`config.mk`:
```
export PLATFORM = sky130hd
export DESIGN_NAME = joystick_axis_auto_range_classifier
export DESIGN_NICKNAME = d
export VERILOG_FILES = /design/src/rtl/jarc_pkg.sv /design/src/rtl/jarc_hat_cls.sv /design/src/rtl/jarc_range_trk.sv /design/src/rtl/joystick_axis_auto_range_classifier.sv
export SDC_FILE = /design/constraint.sdc
export NUM_CORES = 1
export LEC_CHECK = 0
export ABC_AREA = 1
export BUFFER_PORTS_ARGS = -buffer_cell sky130_fd_sc_hd__buf_2
export CAP_MARGIN = 20
export CORE_MARGIN = 1.5
export CORE_UTILIZATION = 55
export CTS_CLUSTER_DIAMETER = 60
export DETAILED_ROUTE_END_ITERATION = 12
export HOLD_SLACK_MARGIN = 0.05
export PLACE_DENSITY = 0.75
export RECOVER_POWER = 25
export SLEW_MARGIN = 20
export SYNTH_ARGS = -nofsm -noshare
export SYNTH_HDL_FRONTEND = slang
export SYNTH_SLANG_ARGS = --single-unit
```
`constraint.sdc`:
```
create_clock -name aclk -period 27.1 [get_ports aclk]
set_input_delay 5.42 -clock aclk [delete_from_list [all_inputs] [get_ports aclk]]
set_output_delay 5.42 -clock aclk [all_outputs]
set_load 0.005 [all_outputs]
```
`src/rtl/jarc_pkg.sv`:
```
// Shared types and constants for the joystick axis auto-range classifier.
package jarc_pkg;

    // Fixed field widths
    localparam int AXIS_IDX_W = 4;
    localparam int RAW_W      = 16;
    localparam int ANGLE_W    = 16;

    // Stream widths; tdata padded to whole bytes, tuser left at the axis index width
    localparam int S_TDATA_W  = 40;
    localparam int M_TDATA_W  = 8;
    localparam int S_TUSER_W  = AXIS_IDX_W;

    // Defaults for the top-level parameters
    localparam int DEF_NUM_CAL_AXES = 6;
    localparam int DEF_POS_WIDTH    = 16;

    // Axis map
    localparam logic [AXIS_IDX_W-1:0] NUM_AXES           = 4'd8;
    localparam logic [AXIS_IDX_W-1:0] HAT_VERTICAL_INDEX = 4'd7;

    // Hat angle bounds in hundredths of a degree (whole-degree limits * 100, upper + 99)
    localparam logic [ANGLE_W-1:0] ANGLE_WRAP  = 16'd36000;
    localparam logic [ANGLE_W-1:0] HX_HIGH_MIN = 16'd1900;
    localparam logic [ANGLE_W-1:0] HX_HIGH_MAX = 16'd16199;
    localparam logic [ANGLE_W-1:0] HX_LOW_MIN  = 16'd19800;
    localparam logic [ANGLE_W-1:0] HX_LOW_MAX  = 16'd34299;
    localparam logic [ANGLE_W-1:0] HY_HIGH_MIN = 16'd10900;
    localparam logic [ANGLE_W-1:0] HY_HIGH_MAX = 16'd25199;
    localparam logic [ANGLE_W-1:0] HY_LOW_TOP  = 16'd7299;
    localparam logic [ANGLE_W-1:0] HY_LOW_BOT  = 16'd28800;

    typedef enum logic [1:0] {
        DIR_LOW  = 2'd0,
        DIR_MID  = 2'd1,
        DIR_HIGH = 2'd2
    } dir_t;

    // Control from the pipeline to the range tracker
    typedef struct packed {
        logic                  update;
        logic                  is_cal;
        logic [AXIS_IDX_W-1:0] axis_index;
    } trk_ctrl_t;

endpackage

```
`src/rtl/jarc_hat_cls.sv`:
```
// POV hat direction decode from hat angle.
module jarc_hat_cls
    import jarc_pkg::*;
(
    input  logic               vertical,
    input  logic               hat_centered,
    input  logic [ANGLE_W-1:0] hat_angle,
    output dir_t               direction
);

    logic [ANGLE_W-1:0] angle_wrapped;
    logic               x_high, x_low, y_high, y_low;

    // Input never reaches twice the wrap, so one subtract is enough
    assign angle_wrapped = (hat_angle >= ANGLE_WRAP) ? hat_angle - ANGLE_WRAP : hat_angle;

    assign x_high = (angle_wrapped >= HX_HIGH_MIN) && (angle_wrapped <= HX_HIGH_MAX);
    assign x_low  = (angle_wrapped >= HX_LOW_MIN)  && (angle_wrapped <= HX_LOW_MAX);
    assign y_high = (angle_wrapped >= HY_HIGH_MIN) && (angle_wrapped <= HY_HIGH_MAX);
    assign y_low  = (angle_wrapped <= HY_LOW_TOP)  || (angle_wrapped >= HY_LOW_BOT);

    always_comb begin
        direction = DIR_MID;
        if (!hat_centered) begin
            if (vertical) begin
                if (y_high)     direction = DIR_HIGH;
                else if (y_low) direction = DIR_LOW;
            end else begin
                if (x_high)     direction = DIR_HIGH;
                else if (x_low) direction = DIR_LOW;
            end
        end
    end

endmodule

```
`src/rtl/jarc_range_trk.sv`:
```
// Per-axis running min/max store and analog direction compare.
module jarc_range_trk
    import jarc_pkg::*;
#(
    parameter int NUM_CAL_AXES = DEF_NUM_CAL_AXES,
    parameter int POS_WIDTH    = DEF_POS_WIDTH
) (
    input  logic                 aclk,
    input  logic                 aresetn,
    input  trk_ctrl_t            ctrl,
    input  logic [POS_WIDTH-1:0] pos,
    output dir_t                 direction
);

    localparam int CAL_IW = (NUM_CAL_AXES > 1) ? $clog2(NUM_CAL_AXES) : 1;

    logic [POS_WIDTH-1:0] min_reg [NUM_CAL_AXES];
    logic [POS_WIDTH-1:0] max_reg [NUM_CAL_AXES];
    logic [NUM_CAL_AXES-1:0] seeded_reg;

    logic [CAL_IW-1:0]    idx;
    logic                 seeded;
    logic [POS_WIDTH-1:0] min_next, max_next, center, spread, k_lo, k_hi;
    logic [POS_WIDTH:0]   sum;
    logic [POS_WIDTH+1:0] tri_lo, tri_hi;
    logic                 below, above;

    assign idx    = ctrl.axis_index[CAL_IW-1:0];
    assign seeded = ctrl.is_cal && seeded_reg[idx];

    // Widened bounds; first sample seeds both
    assign min_next = (seeded && (pos >= min_reg[idx])) ? min_reg[idx] : pos;
    assign max_next = (seeded && (pos <= max_reg[idx])) ? max_reg[idx] : pos;

    assign sum    = {1'b0, min_next} + {1'b0, max_next};
    assign center = sum[POS_WIDTH:1];
    assign spread = max_next - center;

    // pos < center - spread/3  <=>  spread < 3*(center - pos), likewise above
    assign k_lo   = center - pos;
    assign k_hi   = pos - center;
    assign tri_lo = {2'b00, k_lo} + {1'b0, k_lo, 1'b0};
    assign tri_hi = {2'b00, k_hi} + {1'b0, k_hi, 1'b0};
    assign below  = (pos < center) && ({2'b00, spread} < tri_lo);
    assign above  = (pos > center) && ({2'b00, spread} < tri_hi);

    always_comb begin
        direction = DIR_MID;
        if (seeded) begin
            if (below)      direction = DIR_LOW;
            else if (above) direction = DIR_HIGH;
        end
    end

    always_ff @(posedge aclk) begin
        if (!aresetn) begin
            seeded_reg <= '0;
        end else if (ctrl.update && ctrl.is_cal) begin
            seeded_reg[idx] <= 1'b1;
        end
    end

    always_ff @(posedge aclk) begin
        if (ctrl.update && ctrl.is_cal) begin
            min_reg[idx] <= min_next;
            max_reg[idx] <= max_next;
        end
    end

    a_seed_mid: assert property (@(posedge aclk) disable iff (!aresetn)
        ctrl.update && ctrl.is_cal && !seeded_reg[idx] |-> direction == DIR_MID)
        else $error("first sample of an axis not mid");

    a_seed_set: assert property (@(posedge aclk) disable iff (!aresetn)
        ctrl.update && ctrl.is_cal |=> seeded_reg[$past(idx)])
        else $error("updated axis not marked seeded");

    a_bounds_order: assert property (@(posedge aclk) disable iff (!aresetn)
        ctrl.update && ctrl.is_cal |=> min_reg[$past(idx)] <= max_reg[$past(idx)])
        else $error("axis min above max after update");

endmodule

```
`src/rtl/joystick_axis_auto_range_classifier.sv`:
```
// Top level: joystick axis direction classifier with self-seeding range tracking.
//
//  channel | dir | ports                     | contents
//  --------+-----+---------------------------+------------------------------------------
//  input   | in  | s_tvalid/s_tready/s_tdata | one request: axis, raw position, hat state
//          |     | s_tuser                   | axis_index
//  result  | out | m_tvalid/m_tready/m_tdata | direction (0 low, 1 mid, 2 high)
//
//  Request register, then result register; one request per cycle sustained while the
//  result is taken, set by the read-modify-write of the per-axis min/max store.
//  Reset (aresetn low, synchronous) empties both stages and clears the seeded flags;
//  the min/max store itself is not reset and is read only once seeded.
//  A stalled result holds the request stage; a new request is still taken whenever
//  the result register moves on or the request stage is empty.
module joystick_axis_auto_range_classifier
    import jarc_pkg::*;
#(
    parameter int NUM_CAL_AXES = DEF_NUM_CAL_AXES,
    parameter int POS_WIDTH    = DEF_POS_WIDTH
) (
    input  logic                  aclk,
    input  logic                  aresetn,

    input  logic                  s_tvalid,
    output logic                  s_tready,
    // [15:0] raw_position, [16] hat_centered, [32:17] hat_angle, [39:33] zero
    input  logic [S_TDATA_W-1:0]  s_tdata,
    // [3:0] axis_index
    input  logic [S_TUSER_W-1:0]  s_tuser,

    output logic                  m_tvalid,
    input  logic                  m_tready,
    // [1:0] direction, [7:2] zero
    output logic [M_TDATA_W-1:0]  m_tdata
);

    // Request stage
    logic                  s1_valid_reg;
    logic [AXIS_IDX_W-1:0] s1_axis_reg;
    logic [RAW_W-1:0]      s1_raw_reg;
    logic                  s1_cent_reg;
    logic [ANGLE_W-1:0]    s1_angle_reg;

    // Result stage
    logic                  m_valid_reg;
    dir_t                  m_dir_reg;
    dir_t                  m_dir_next;

    logic                  out_ready, advance, s_fire;
    logic                  is_valid, is_cal, is_vert;
    trk_ctrl_t             trk_ctrl;
    dir_t                  trk_dir, hat_dir;

    assign out_ready = !m_valid_reg || m_tready;
    assign advance   = s1_valid_reg && out_ready;
    assign s_tready  = !s1_valid_reg || out_ready;
    assign s_fire    = s_tvalid && s_tready;

    // Axis decode: analog first, then the vertical hat index, the rest horizontal
    assign is_valid = s1_axis_reg < NUM_AXES;
    assign is_cal   = is_valid && (s1_axis_reg < NUM_CAL_AXES);
    assign is_vert  = s1_axis_reg == HAT_VERTICAL_INDEX;

    assign trk_ctrl.update     = advance;
    assign trk_ctrl.is_cal     = is_cal;
    assign trk_ctrl.axis_index = s1_axis_reg;

    jarc_range_trk #(
        .NUM_CAL_AXES (NUM_CAL_AXES),
        .POS_WIDTH    (POS_WIDTH)
    ) u_trk (
        .aclk      (aclk),
        .aresetn   (aresetn),
        .ctrl      (trk_ctrl),
        .pos       (POS_WIDTH'(s1_raw_reg)),
        .direction (trk_dir)
    );

    jarc_hat_cls u_hat (
        .vertical     (is_vert),
        .hat_centered (s1_cent_reg),
        .hat_angle    (s1_angle_reg),
        .direction    (hat_dir)
    );

    // Invalid axes answer mid and leave the store alone
    always_comb begin
        m_dir_next = DIR_MID;
        if (is_cal)        m_dir_next = trk_dir;
        else if (is_valid) m_dir_next = hat_dir;
    end

    always_ff @(posedge aclk) begin
        if (!aresetn) begin
            s1_valid_reg <= 1'b0;
            m_valid_reg  <= 1'b0;
        end else begin
            if (s_tready)  s1_valid_reg <= s_tvalid;
            if (out_ready) m_valid_reg  <= s1_valid_reg;
        end
    end

    always_ff @(posedge aclk) begin
        if (s_fire) begin
            s1_axis_reg  <= s_tuser[AXIS_IDX_W-1:0];
            s1_raw_reg   <= s_tdata[RAW_W-1:0];
            s1_cent_reg  <= s_tdata[RAW_W];
            s1_angle_reg <= s_tdata[RAW_W+ANGLE_W:RAW_W+1];
        end
        if (advance) begin
            m_dir_reg <= m_dir_next;
        end
    end

    assign m_tvalid = m_valid_reg;
    assign m_tdata  = {(M_TDATA_W-2)'(0), m_dir_reg};

    a_invalid_mid: assert property (@(posedge aclk) disable iff (!aresetn)
        advance && !is_valid |=> m_tvalid && m_tdata[1:0] == DIR_MID)
        else $error("invalid axis did not answer mid");

    a_centred_mid: assert property (@(posedge aclk) disable iff (!aresetn)
        advance && is_valid && !is_cal && s1_cent_reg |=> m_tvalid && m_tdata[1:0] == DIR_MID)
        else $error("centred hat did not answer mid");

    a_stage_hold: assert property (@(posedge aclk) disable iff (!aresetn)
        s1_valid_reg && !out_ready |=> s1_valid_reg && $stable(s1_axis_reg)
            && $stable(s1_raw_reg) && $stable(s1_angle_reg))
        else $error("stalled request stage lost its request");

endmodule

```
# Word level (Yosys, flattened, before mapping)
# Memory sizes are Yosys's and may differ from the RTL's. A register that Yosys moved wholly into a read port is not among the register bits.
# Index checks and enable logic that the tools add are counted.
[totals]
register_bits = 47
latch_bits = 0
ram_bits = 192
mem_bits_ro = 0
inputBits = 48
output_inout_bits = 10
elab_cells = 78
memories = 2
[op_classes]
addsub = 7
mul = 0
n_div = 0
n_lt_le_gt_ge = 19
eq_ne = 1
shifts = 0
muxes = 22
bitwise = 1
reduce_logical = 18
[memory_table]
columns = ["memory", "words", "width", "read_ports", "rd_clocked_by_memory_dff", "wr", "line", "text"]
rows = [
  ["u_trk.max_reg", 6, 16, 1, 1, 1, "jarc_range_trk.sv:18", "logic [POS_WIDTH-1:0] max_reg [NUM_CAL_AXES];"],
  ["u_trk.min_reg", 6, 16, 1, 1, 1, "jarc_range_trk.sv:17", "logic [POS_WIDTH-1:0] min_reg [NUM_CAL_AXES];"],
]
[ops]
columns = ["operator", "n"]
rows = [
  ["16-bit 2-to-1 mux", 3],
  ["16-bit subtractor", 3],
  ["16-bit by 17-bit adder with 18-bit output", 2],
  ["16-bit by 18-bit less-than comparator with 1-bit output", 2],
  ["16-bit by 15-bit greater-or-equal comparator with 1-bit output, second input constant", 2],
  ["2-bit 2-to-1 mux", 9],
  ["16-bit by 16-bit adder with 17-bit output", 1],
  ["16-bit by 11-bit greater-or-equal comparator with 1-bit output, second input constant", 1],
  ["16-bit by 14-bit greater-or-equal comparator with 1-bit output, second input constant", 1],
  ["16-bit greater-or-equal comparator", 1],
  ["16-bit greater-or-equal comparator, second input constant", 1],
  ["16-bit > comparator", 1],
  ["16-bit by 13-bit less-or-equal comparator with 1-bit output, second input constant", 1],
  ["16-bit by 14-bit less-or-equal comparator with 1-bit output, second input constant", 1],
  ["16-bit by 15-bit less-or-equal comparator with 1-bit output, second input constant", 1],
  ["16-bit less-or-equal comparator", 1],
  ["16-bit less-or-equal comparator, second input constant", 1],
  ["16-bit less-than comparator", 1],
  ["16-bit subtractor, second input constant", 1],
  ["1-bit logical AND", 13],
  ["1-bit 2-to-1 mux", 6],
  ["3-bit 2-to-1 mux", 2],
  ["6-bit bitwise OR", 1],
  ["4-bit by 3-bit == test with 1-bit output, second input constant", 1],
  ["8 further kinds", 11],
]

# Longest topological paths before layout
# Gate-level depths: netlist of run 1.
[logic_depth]
depth_word = 14
depth_mapped = 68
depth_no_buf = 61

# By module
# A second synthesis of run 1 with hierarchy kept.
[hier_totals]
cells_unflattened = 1793
hier_area_um2 = 16039.1
[modules_own_cells]
columns = ["mod", "n_inst", "cells_each", "area_per_inst_um2", "seq_area_each_um2"]
rows = [
  ["jarc_range_trk", 1, 1453, 13344.0, 5885.6],
  ["joystick_axis_auto_range_classifier", 1, 70, 1363.8, 1211.2],
  ["jarc_hat_cls", 1, 270, 1331.3, 0.0],
]

# Worst setup path after synthesis of run 1
# OpenSTA, ideal clock, no wires.
[synth_path]
path_type = "input port to output port"
from = "in m_tready"
to = "out s_tready"
t_arrival_ps = 5569
required_ps = 21680
path_slack_ps = 16111
cell_stages = 2
n_path_buf = 0
path_cell_list = "inv_1 nand3_1"
[synth_via]
elab_chain_len = 2
[synth_rtl]
columns = ["element", "line", "text"]
rows = [
  ["start: declaration", "joystick_axis_auto_range_classifier.sv:32", "input logic m_tready,"],
  ["1-bit logical OR", "joystick_axis_auto_range_classifier.sv:54", "assign out_ready = !m_valid_reg || m_tready;"],
  ["1-bit logical OR", "joystick_axis_auto_range_classifier.sv:56", "assign s_tready = !s1_valid_reg || out_ready;"],
  ["end: declaration", "joystick_axis_auto_range_classifier.sv:25", "output logic s_tready,"],
]
# Every way passes these cells.

==> results.toml, run 1 <==
[clock_network]
clk_pin_slew_ps = 60
postCtsSetupRepairBufs = 0
worstSkewPairLatency_ps = 520
cts_tree = "done"
numCtsBuffers = 26
ctsResizeCount = 0
ctsRootBufferMaster = "clkbuf_16"
cts_buffer_depth = 3
hold_buffers = 0
cts.sinks = 242
cts.htree.levels = 1

[run]
drv_cap = 3

[detailed_routing]
post_drt_wl_per_cell_um = 16.44
drt-met1-wl_um = 15850
ant_nets = 0
wl_met3_um = 2432
wl_met2_um = 16870
num_vias = 12315
dr.pass1.iters = 8
drc = 0
wl_um = 36270
highest_layer = "met4"
drt-initial-drc-count = 974
viasPerCell = 5.583

[layout]
syn_to_final_growth_pct = 8.506
layout-drive-gt1-share_pct = 9.001
final_cell_area_mm2 = 0.01722
final_cell_mix = "nand2_1, edfxtp_1, inv_1"
num_antenna_cells = 0
final_common_cell = "nand2_1"
nets = 2000
fillers = 2438

[synth]
ys_seq_elements = 242
syn_area_mm2 = 0.01587
async_reset_ff_share_pct = 0
yosysTopAreaCellShare_pct = 43.70
synth_edf_count = 231
synth_top_cell_by_area = "edfxtp_1"
ys_types = 60
synth_flop_cell = "edfxtp_1"
avgSynthCellArea_um2 = 8.993
synth_seq_area_share_pct = 45.09
synthTopCellsByArea = "edfxtp_1, ha_1, nand2_1, inv_1, a21oi_1"
synth_cells = 1765
yosys_warnings = 0

[floorplan]
core_mm2 = 0.02855
die-area_mm2 = 0.02989
die_h_um = 172.9
ios = 58
rows = 62
start_util_pct = 55.60
fp.dieW_um = 172.9

[global_routing]
overflow = 0
grt_start_max_net_pins = 61
grt_pass1_wl_um = 58790
grt_pass1_vias = 12049
grt_usage_pct = 24.31
antenna_found_initial = 0

[timing]
fin_ws_ps = 13120
report.final.hold_viol_count = 0
rsz0062_at_grt = "false"
fin_crit_sh_pct = 51.57
relSlewSlack_pct = -55.40
tightest_slew_ps = 2331
setup_viol = 0
whs_ps = 472.4
fin_crit_ps = 13980
tns_ps = 0
slew_viol_final = 140
finClkSkew_ps = 21.67
fmax_mhz = 71.55

[placement]
gp_congestion = 0.8714
dp_hpwl_um = 25940
place_area_mm2 = 0.01646
pre_cts_slack_ps = 15870
port_buffers = 44

[worst_hold_path]
min_to = "u_trk.seeded_reg[5]$_SDFFE_PN0P_"
min_from = "u_trk.seeded_reg[5]$_SDFFE_PN0P_"
min_path_cells = 2
hp-class = "flop to flop"

[power]
pwr-share-seq_pct = 28.6
p_clk_share_pct = 22.7
cellPowerDensity_mw_per_mm2 = 85.72
p_sw_mw = 0.5704
netSwitchingFraction_pct = 38.64
p_int_mw = 0.9059
max-vdd-ir-drop_uv = 92.82
combPwrFrac_pct = 48.7
leakage_nw = 7.587

[critical_path]
reg2reg_depth = 51
cp-end-kind = "flop"
cp-start-kind = "flop"
slowest_stage = "inv_1"
slowest_delay_ps = 1350
crit_fanout = 53
crit_top_cell = "nand2_1"
cp_data_arrival_time_ps = 14250
reg2reg_to = "m_dir_reg[0]$_DFFE_PP_"
cp_data_required_time_ps = 27370
rrSetupSlack_ps = 13120
criticalPathCategory = "flop to flop"

[outcome]
status = "finished, violations left"
violations = "capacitance limit, slew limit"
## cell families after synthesis
logic type,count (synthesis),synth area share [%]
simple gates,659,18.41
compound gates,351,13.14
buf+inv,285,7.047
flops,242,45.09
fa+ha+maj,147,11.87
xor+xnor,79,4.359
other cells,1,0.02363
mux,1,0.06306
## power groups by stage
| stage | Combinational [mW] | Clock, mW | Sequential (mW) |
|---|---|---|---|
| floorplan | 0.566 | 0 | 0.428 |
| global placement | 0.690 | 0 | 0.430 |
| detailed placement | 0.717 | 0 | 0.430 |
| CTS | 0.723 | 0.340 | 0.422 |
| global route | 0.833 | 0.352 | 0.423 |
| finish | 0.719 | 0.335 | 0.422 |
## metal layers
metal,vias to the layer above,GRT usage [%]
met5,-,0
met3,77,2.902
met2,366,41.73
met4,0,7.935
li1,6132,-
met1,5740,32.18
## worst max path at each step
stage,startpoint,endpoint,cells after the start
after detailed placement,m_tready,s_tready,4
after floorplan,m_tready,s_tready,2
after CTS,m_tready,s_tready,4
final,flop,m_dir_reg[0]$_DFFE_PP_,51
after global placement,m_tready,s_tready,4
after global routing,flop,m_dir_reg[0]$_DFFE_PP_,53
## through the flow
| stage | utilization [%] | power [mW] | std cells |
|---|---|---|---|
| after detailed placement | 57.67 | 1.147 | 2161 |
| after floorplan | - | 0.9942 | 1770 |
| final | 60.33 | 1.476 | 2206 |
| after global routing | 60.33 | 1.608 | 2206 |
| after CTS | 60.51 | 1.485 | 2206 |
| after global placement | 57.67 | 1.120 | 2161 |
## synth_stat cells, types with 3 or more instances
cell type,n
o21bai_1,12
o311ai_0,3
buf_6,3
o31ai_1,3
nor4_1,5
o21ai_1,7
clkbuf_1,37
inv_2,17
o22ai_1,29
inv_1,217
nand3b_1,3
nand3_2,9
nand2_4,3
a21boi_0,3
a211oi_1,4
xnor2_1,22
xor2_1,57
a21o_1,4
o21ai_0,113
nand3_1,73
nor2_1,142
nor2_2,8
nor3_1,12
nand2_2,33
o211ai_1,9
dfxtp_1,11
nand2_1,333
a31oi_1,4
buf_4,6
nand4_1,27
edfxtp_1,231
buf_2,3
o21a_1,4
a32o_1,18
ha_1,141
a21oi_1,120
fa_1,6
## cell type report
class / instances / area (um2) / share of cell area [%]
Clock inverter: 10 / 103.9 / 0.6030
Clock buffer: 35 / 705.7 / 4.097
Timing Repair Buffer: 58 / 305.3 / 1.773
Multi-Input combinational cell: 1243 / 7590 / 44.07
Tap cell: 384 / 480.5 / 2.790
Sequential cell: 242 / 7159 / 41.57
Inverter: 234 / 878.3 / 5.100
## worst max-delay path, delay by kind of cell (launching register included)
family,cells,cell delay (ps)
AND/OR/NAND/NOR,19,2500
XOR/XNOR,2,500
flip-flops,1,310
AO/OA/AOI/OAI,18,4220
buffers and inverters,7,4480
adder cells (fa/ha/maj),5,1640
Note: power is estimated with default switching activity, not from simulation.
==> run 2, diff against run 1 <==
- clock period: 27.1 -> 13.7 ns (I/O delays scaled with it)
==> results.toml, run 2 (synthesis results as in run 1) <==
[global_routing]
grtUsageMet1_pct = 32.53
grt_pass1_vias = 12151
grt_usage_pct = 24.45
grt_start_max_net_pins = 61
grt_pass1_wl_um = 59370
busiest_layer = "met2"
antenna_found_initial = 0
overflow = 0
grt_use_met3_pct = 2.617
use_met2_pct = 42.00

[clock_network]
cts.sinks = 242
ctsRootBufferMaster = "clkbuf_16"
cts_buffer_depth = 3
clk_pin_slew_ps = 60
ctsResizeCount = 0
cts.htree.levels = 1
numCtsBuffers = 26
worstSkewPairLatency_ps = 530
hold_buffers = 0
cts_tree = "done"
postCtsSetupRepairBufs = 0

[layout]
nets = 2000
num_antenna_cells = 0
final_common_cell = "nand2_1"
final_cell_area_mm2 = 0.01733
syn_to_final_growth_pct = 9.152
layout-drive-gt1-share_pct = 9.918
fillers = 2405
final_cell_mix = "nand2_1, edfxtp_1, inv_1"
final_cells = 2209

[detailed_routing]
num_vias = 12303
ant_nets = 0
drc = 0
post_drt_wl_per_cell_um = 16.39
viasPerCell = 5.569
drt-initial-drc-count = 1013
wl_um = 36200
dr.pass1.iters = 6

[placement]
place_area_mm2 = 0.01646
port_buffers = 44
dp_cells = 2160
gp_congestion = 0.8716
dp_hpwl_um = 25960

[floorplan]
core_mm2 = 0.02855
die-area_mm2 = 0.02989
start_util_pct = 55.60
rows = 62
fp.dieW_um = 172.9
die_h_um = 172.9
ios = 58

[critical_path]
cp_data_arrival_time_ps = 11430
crit_top_cell = "nand2_1"
criticalPathCategory = "flop to flop"
cp-start-kind = "flop"
crit_fanout = 58
slowest_stage = "o21ai_0"
slowest_delay_ps = 1050
cp-end-kind = "flop"
cp_data_required_time_ps = 13970

[power]
cellPowerDensity_mw_per_mm2 = 170.8
p_clk_share_pct = 23.8
combPwrFrac_pct = 47.9
finalPower_mw = 2.959
p_sw_mw = 1.140
max-vdd-ir-drop_uv = 202.2
p_int_mw = 1.819
pwr-share-seq_pct = 28.2
netSwitchingFraction_pct = 38.51
leakage_nw = 7.634

[timing]
whs_ps = 475.7
setup_viol = 0
slew_viol_final = 146
fmax_mhz = 89.66
finClkSkew_ps = 21.25
rsz0062_at_grt = "false"
tightest_slew_ps = 2433
fin_crit_sh_pct = 81.41
report.final.hold_viol_count = 0
relSlewSlack_pct = -62.19
fin_crit_ps = 11150
tns_ps = 0

[run]
drv_cap = 4

[worst_hold_path]
hp-class = "flop to flop"

[outcome]
violations = "capacitance limit, slew limit"
status = "finished, violations left"
==> run 2: changes by cell type in the layout (fill, tap and decap cells not counted), moves of 3 or more <==
| cell | previous run | this run |
|---|---|---|
| clkbuf_1 | 16 | 10 |
| clkinvlp_4 | 0 | 3 |
| clkinv_2 | 1 | 6 |
| nand2_1 | 337 | 333 |
| clkinv_1 | 5 | 2 |
==> run 2: power groups by stage <==
stage                     registers [mW]  clock network [mW]  logic, mW
final                              0.836               0.705       1.42
after global routing               0.837               0.741       1.66
after CTS                          0.835               0.714       1.43
after detailed placement           0.851                   0       1.41
after global placement             0.850                   0       1.37
after floorplan                    0.847                   0       1.12
==> run 2: layout make-up <==
type | count | area, um2 | share of cell area (%)
multi-input cells | 1243 | 7616 | 43.96
flip-flops and latches | 242 | 7159 | 41.32
inverters | 234 | 878.3 | 5.070
clock buffers | 31 | 700.7 | 4.044
well taps | 384 | 480.5 | 2.773
repair buffers | 58 | 306.5 | 1.769
clock inverters | 17 | 183.9 | 1.062
==> run 2: routing by layer <==
metal	vias to the layer above	wire length [um]
met2	350	17120
met3	70	2216
li1	6143	-
met1	5740	15810
met4	0	1049
met5	-	0
==> run 2: worst paths after layout <==
path | startpoint | depth (start not counted) | endpoint | slack (ps)
max reg2reg | flop | 52 | m_dir_reg[0]$_DFFE_PP_ | 2550
min | u_trk.seeded_reg[5]$_SDFFE_PN0P_ | 2 | u_trk.seeded_reg[5]$_SDFFE_PN0P_ | 480
max | flop | 52 | m_dir_reg[0]$_DFFE_PP_ | 2550
min reg2reg | u_trk.seeded_reg[5]$_SDFFE_PN0P_ | 2 | u_trk.seeded_reg[5]$_SDFFE_PN0P_ | 480
==> run 2: per-stage QoR <==
stage / util, % / setup WS [ps]
floorplan: - / 4682
global placement: 57.65 / 2778
detailed placement: 57.65 / 2516
CTS: 60.75 / 2528
global route: 60.69 / 1422
finish: 60.69 / 2547
==> run 2: worst max-delay path: cells and delay by family (launching register included) <==
| family | cells | cell delay [ps] |
|---|---|---|
| AOI/OAI and AO/OA | 12 | 2940 |
| xor gates and xnor gates | 3 | 1030 |
| adders and majority gates | 5 | 1910 |
| buffers and inverters | 7 | 2120 |
| DFF | 1 | 310 |
| and+or+nand+nor | 25 | 2490 |
==> run 3, diff against run 2 <==
- ABC_AREA: 1 -> 0
- clock period: 13.7 -> 11.5 ns (I/O delays scaled with it)
==> results.toml, run 3 <==
[clock_network]
cts.sinks = 242
cts.htree.levels = 1
hold_buffers = 0
postCtsSetupRepairBufs = 0
cts_tree = "done"
cts_buffer_depth = 3
ctsRootBufferMaster = "clkbuf_16"
clk_pin_slew_ps = 60
numCtsBuffers = 27
worstSkewPairLatency_ps = 540
ctsResizeCount = 0

[critical_path]
cp_data_arrival_time_ps = 11020
critPathTopFamily = "compound AO/OA/AOI/OAI gates"
slowest_delay_ps = 530
criticalPathCategory = "flop to flop"
crit_fanout = 25
cp_data_required_time_ps = 11750
slowest_stage = "dfxtp_4"
cp-start-kind = "flop"
crit_top_cell = "ha_1"
cp-end-kind = "flop"
path_buf_inv = 2

[synth]
synth_edf_count = 231
async_reset_ff_share_pct = 0
yosys_warnings = 0
avgSynthCellArea_um2 = 11.21
syn_area_mm2 = 0.01594
ys_types = 108
synth_flop_cell = "edfxtp_1"
synthTopCellsByCount = "edfxtp_1, ha_1, nand2_1"
yosysMostFrequentCell = "edfxtp_1"
synth_top_cell_by_area = "edfxtp_1"
yosysTopAreaCellShare_pct = 43.53
ys_seq_elements = 242
synth_cells = 1422
synth_seq_area_share_pct = 44.91
synthTopCellsByArea = "edfxtp_1, ha_1, mux4_2, xnor2_1, o21ai_0"

[floorplan]
die-area_mm2 = 0.03000
die_h_um = 173.2
ios = 58
fp.dieW_um = 173.2
rows = 62
start_util_pct = 55.67
core_mm2 = 0.02863

[outcome]
status = "finished, violations left"
violations = "capacitance limit, slew limit"

[global_routing]
overflow = 0
grt_start_max_net_pins = 38
grt_pass1_wl_um = 57840
grt_usage_pct = 24.08
antenna_found_initial = 0
grt_pass1_vias = 11170

[detailed_routing]
viasPerCell = 6.030
num_vias = 11307
dr.pass1.iters = 5
wl_um = 35860
drt-initial-drc-count = 960
post_drt_wl_per_cell_um = 19.13
drc = 0
ant_nets = 0

[layout]
final_common_cell = "edfxtp_1"
final_cell_mix = "edfxtp_1, ha_1, nand2_1"
layout-drive-gt1-share_pct = 13.01
nets = 1668
syn_to_final_growth_pct = 9.359
num_antenna_cells = 0

[run]
drv_cap = 4

[power]
cellPowerDensity_mw_per_mm2 = 206.5
max-vdd-ir-drop_uv = 229.3
leakage_nw = 6.851

[timing]
slew_viol_final = 140
fin_ws_ps = 728.3
fmax_mhz = 92.84
report.final.hold_viol_count = 0
fin_crit_ps = 10770
fin_crit_sh_pct = 93.67
setup_viol = 0
finClkSkew_ps = 17.27
relSlewSlack_pct = -63.08
tightest_slew_ps = 2446
tns_ps = 0

[worst_hold_path]
min_from = "u_trk.seeded_reg[5]$_SDFFE_PN0P_"
hp-class = "flop to flop"

[placement]
pre_cts_slack_ps = 405.5
dp_hpwl_um = 25570
gp_congestion = 0.8999
port_buffers = 44
## run 3: cells by family (layout without fill, tap and decap cells)
| kind of cell | count (synthesis) | after routing | synth area share (%) |
|---|---|---|---|
| buffers and inverters | 143 | 207 | 4.067 |
| AND/OR/NAND/NOR | 351 | 351 | 11.20 |
| AO/OA/AOI/OAI | 366 | 366 | 15.22 |
| multiplexers | 77 | 77 | 7.443 |
| other | 1 | 6 | 0.02353 |
| XOR/XNOR | 91 | 91 | 5.049 |
| flip-flops | 242 | 242 | 44.91 |
| adder cells (fa/ha/maj) | 151 | 151 | 12.08 |
## run 3: metal layers
layer	vias to the layer above	global-route usage, %	part of all wire (%)
met4	0	6.957	3.0
met1	5463	33.69	45
met5	-	0	0
li1	5442	-	-
met2	337	40.09	47
met3	65	2.456	5.6
## run 3: final timing paths
| check | end | slack (ps) | depth (start not counted) |
|---|---|---|---|
| max | m_dir_reg[0]$_DFFE_PP_ | 730 | 39 |
| min | u_trk.seeded_reg[5]$_SDFFE_PN0P_ | 470 | 1 |
| max reg2reg | m_dir_reg[0]$_DFFE_PP_ | 730 | 39 |
| min reg2reg | u_trk.seeded_reg[5]$_SDFFE_PN0P_ | 470 | 1 |
## run 3: cell type report
type                    instances  area, um2
inverters                      94      352.8
flip-flops and latches        242       7166
fillers                      2271      11200
clock buffers                  34      701.9
repair buffers                 66      410.4
well taps                     384      480.5
multi-input cells            1042       8200
clock inverters                13      115.1
## run 3: per-stage QoR
stage / total power [mW] / area [um2] / std cells / hold WS (ps) / utilization [%]
2_1_floorplan: 2.438 / 15950 / 1427 / 433.2 / -
3_3_place_gp: 2.745 / 16600 / 1828 / 440.7 / 58.00
3_5_place_dp: 2.809 / 16600 / 1828 / 452.8 / 58.00
4_1_cts: 3.609 / 17420 / 1875 / 466.6 / 60.85
5_1_grt: 3.910 / 17430 / 1875 / 488.0 / 60.88
6_report: 3.598 / 17430 / 1875 / 465.4 / 60.88
## run 3: where the power goes
| part | switching (mW) | leakage, nW | internal, mW |
|---|---|---|---|
| clock network | 0.338 | 0.382 | 0.455 |
| registers | 0.0246 | 2.20 | 0.984 |
| logic | 0.977 | 4.27 | 0.820 |
| total | 1.34 | 6.85 | 2.26 |
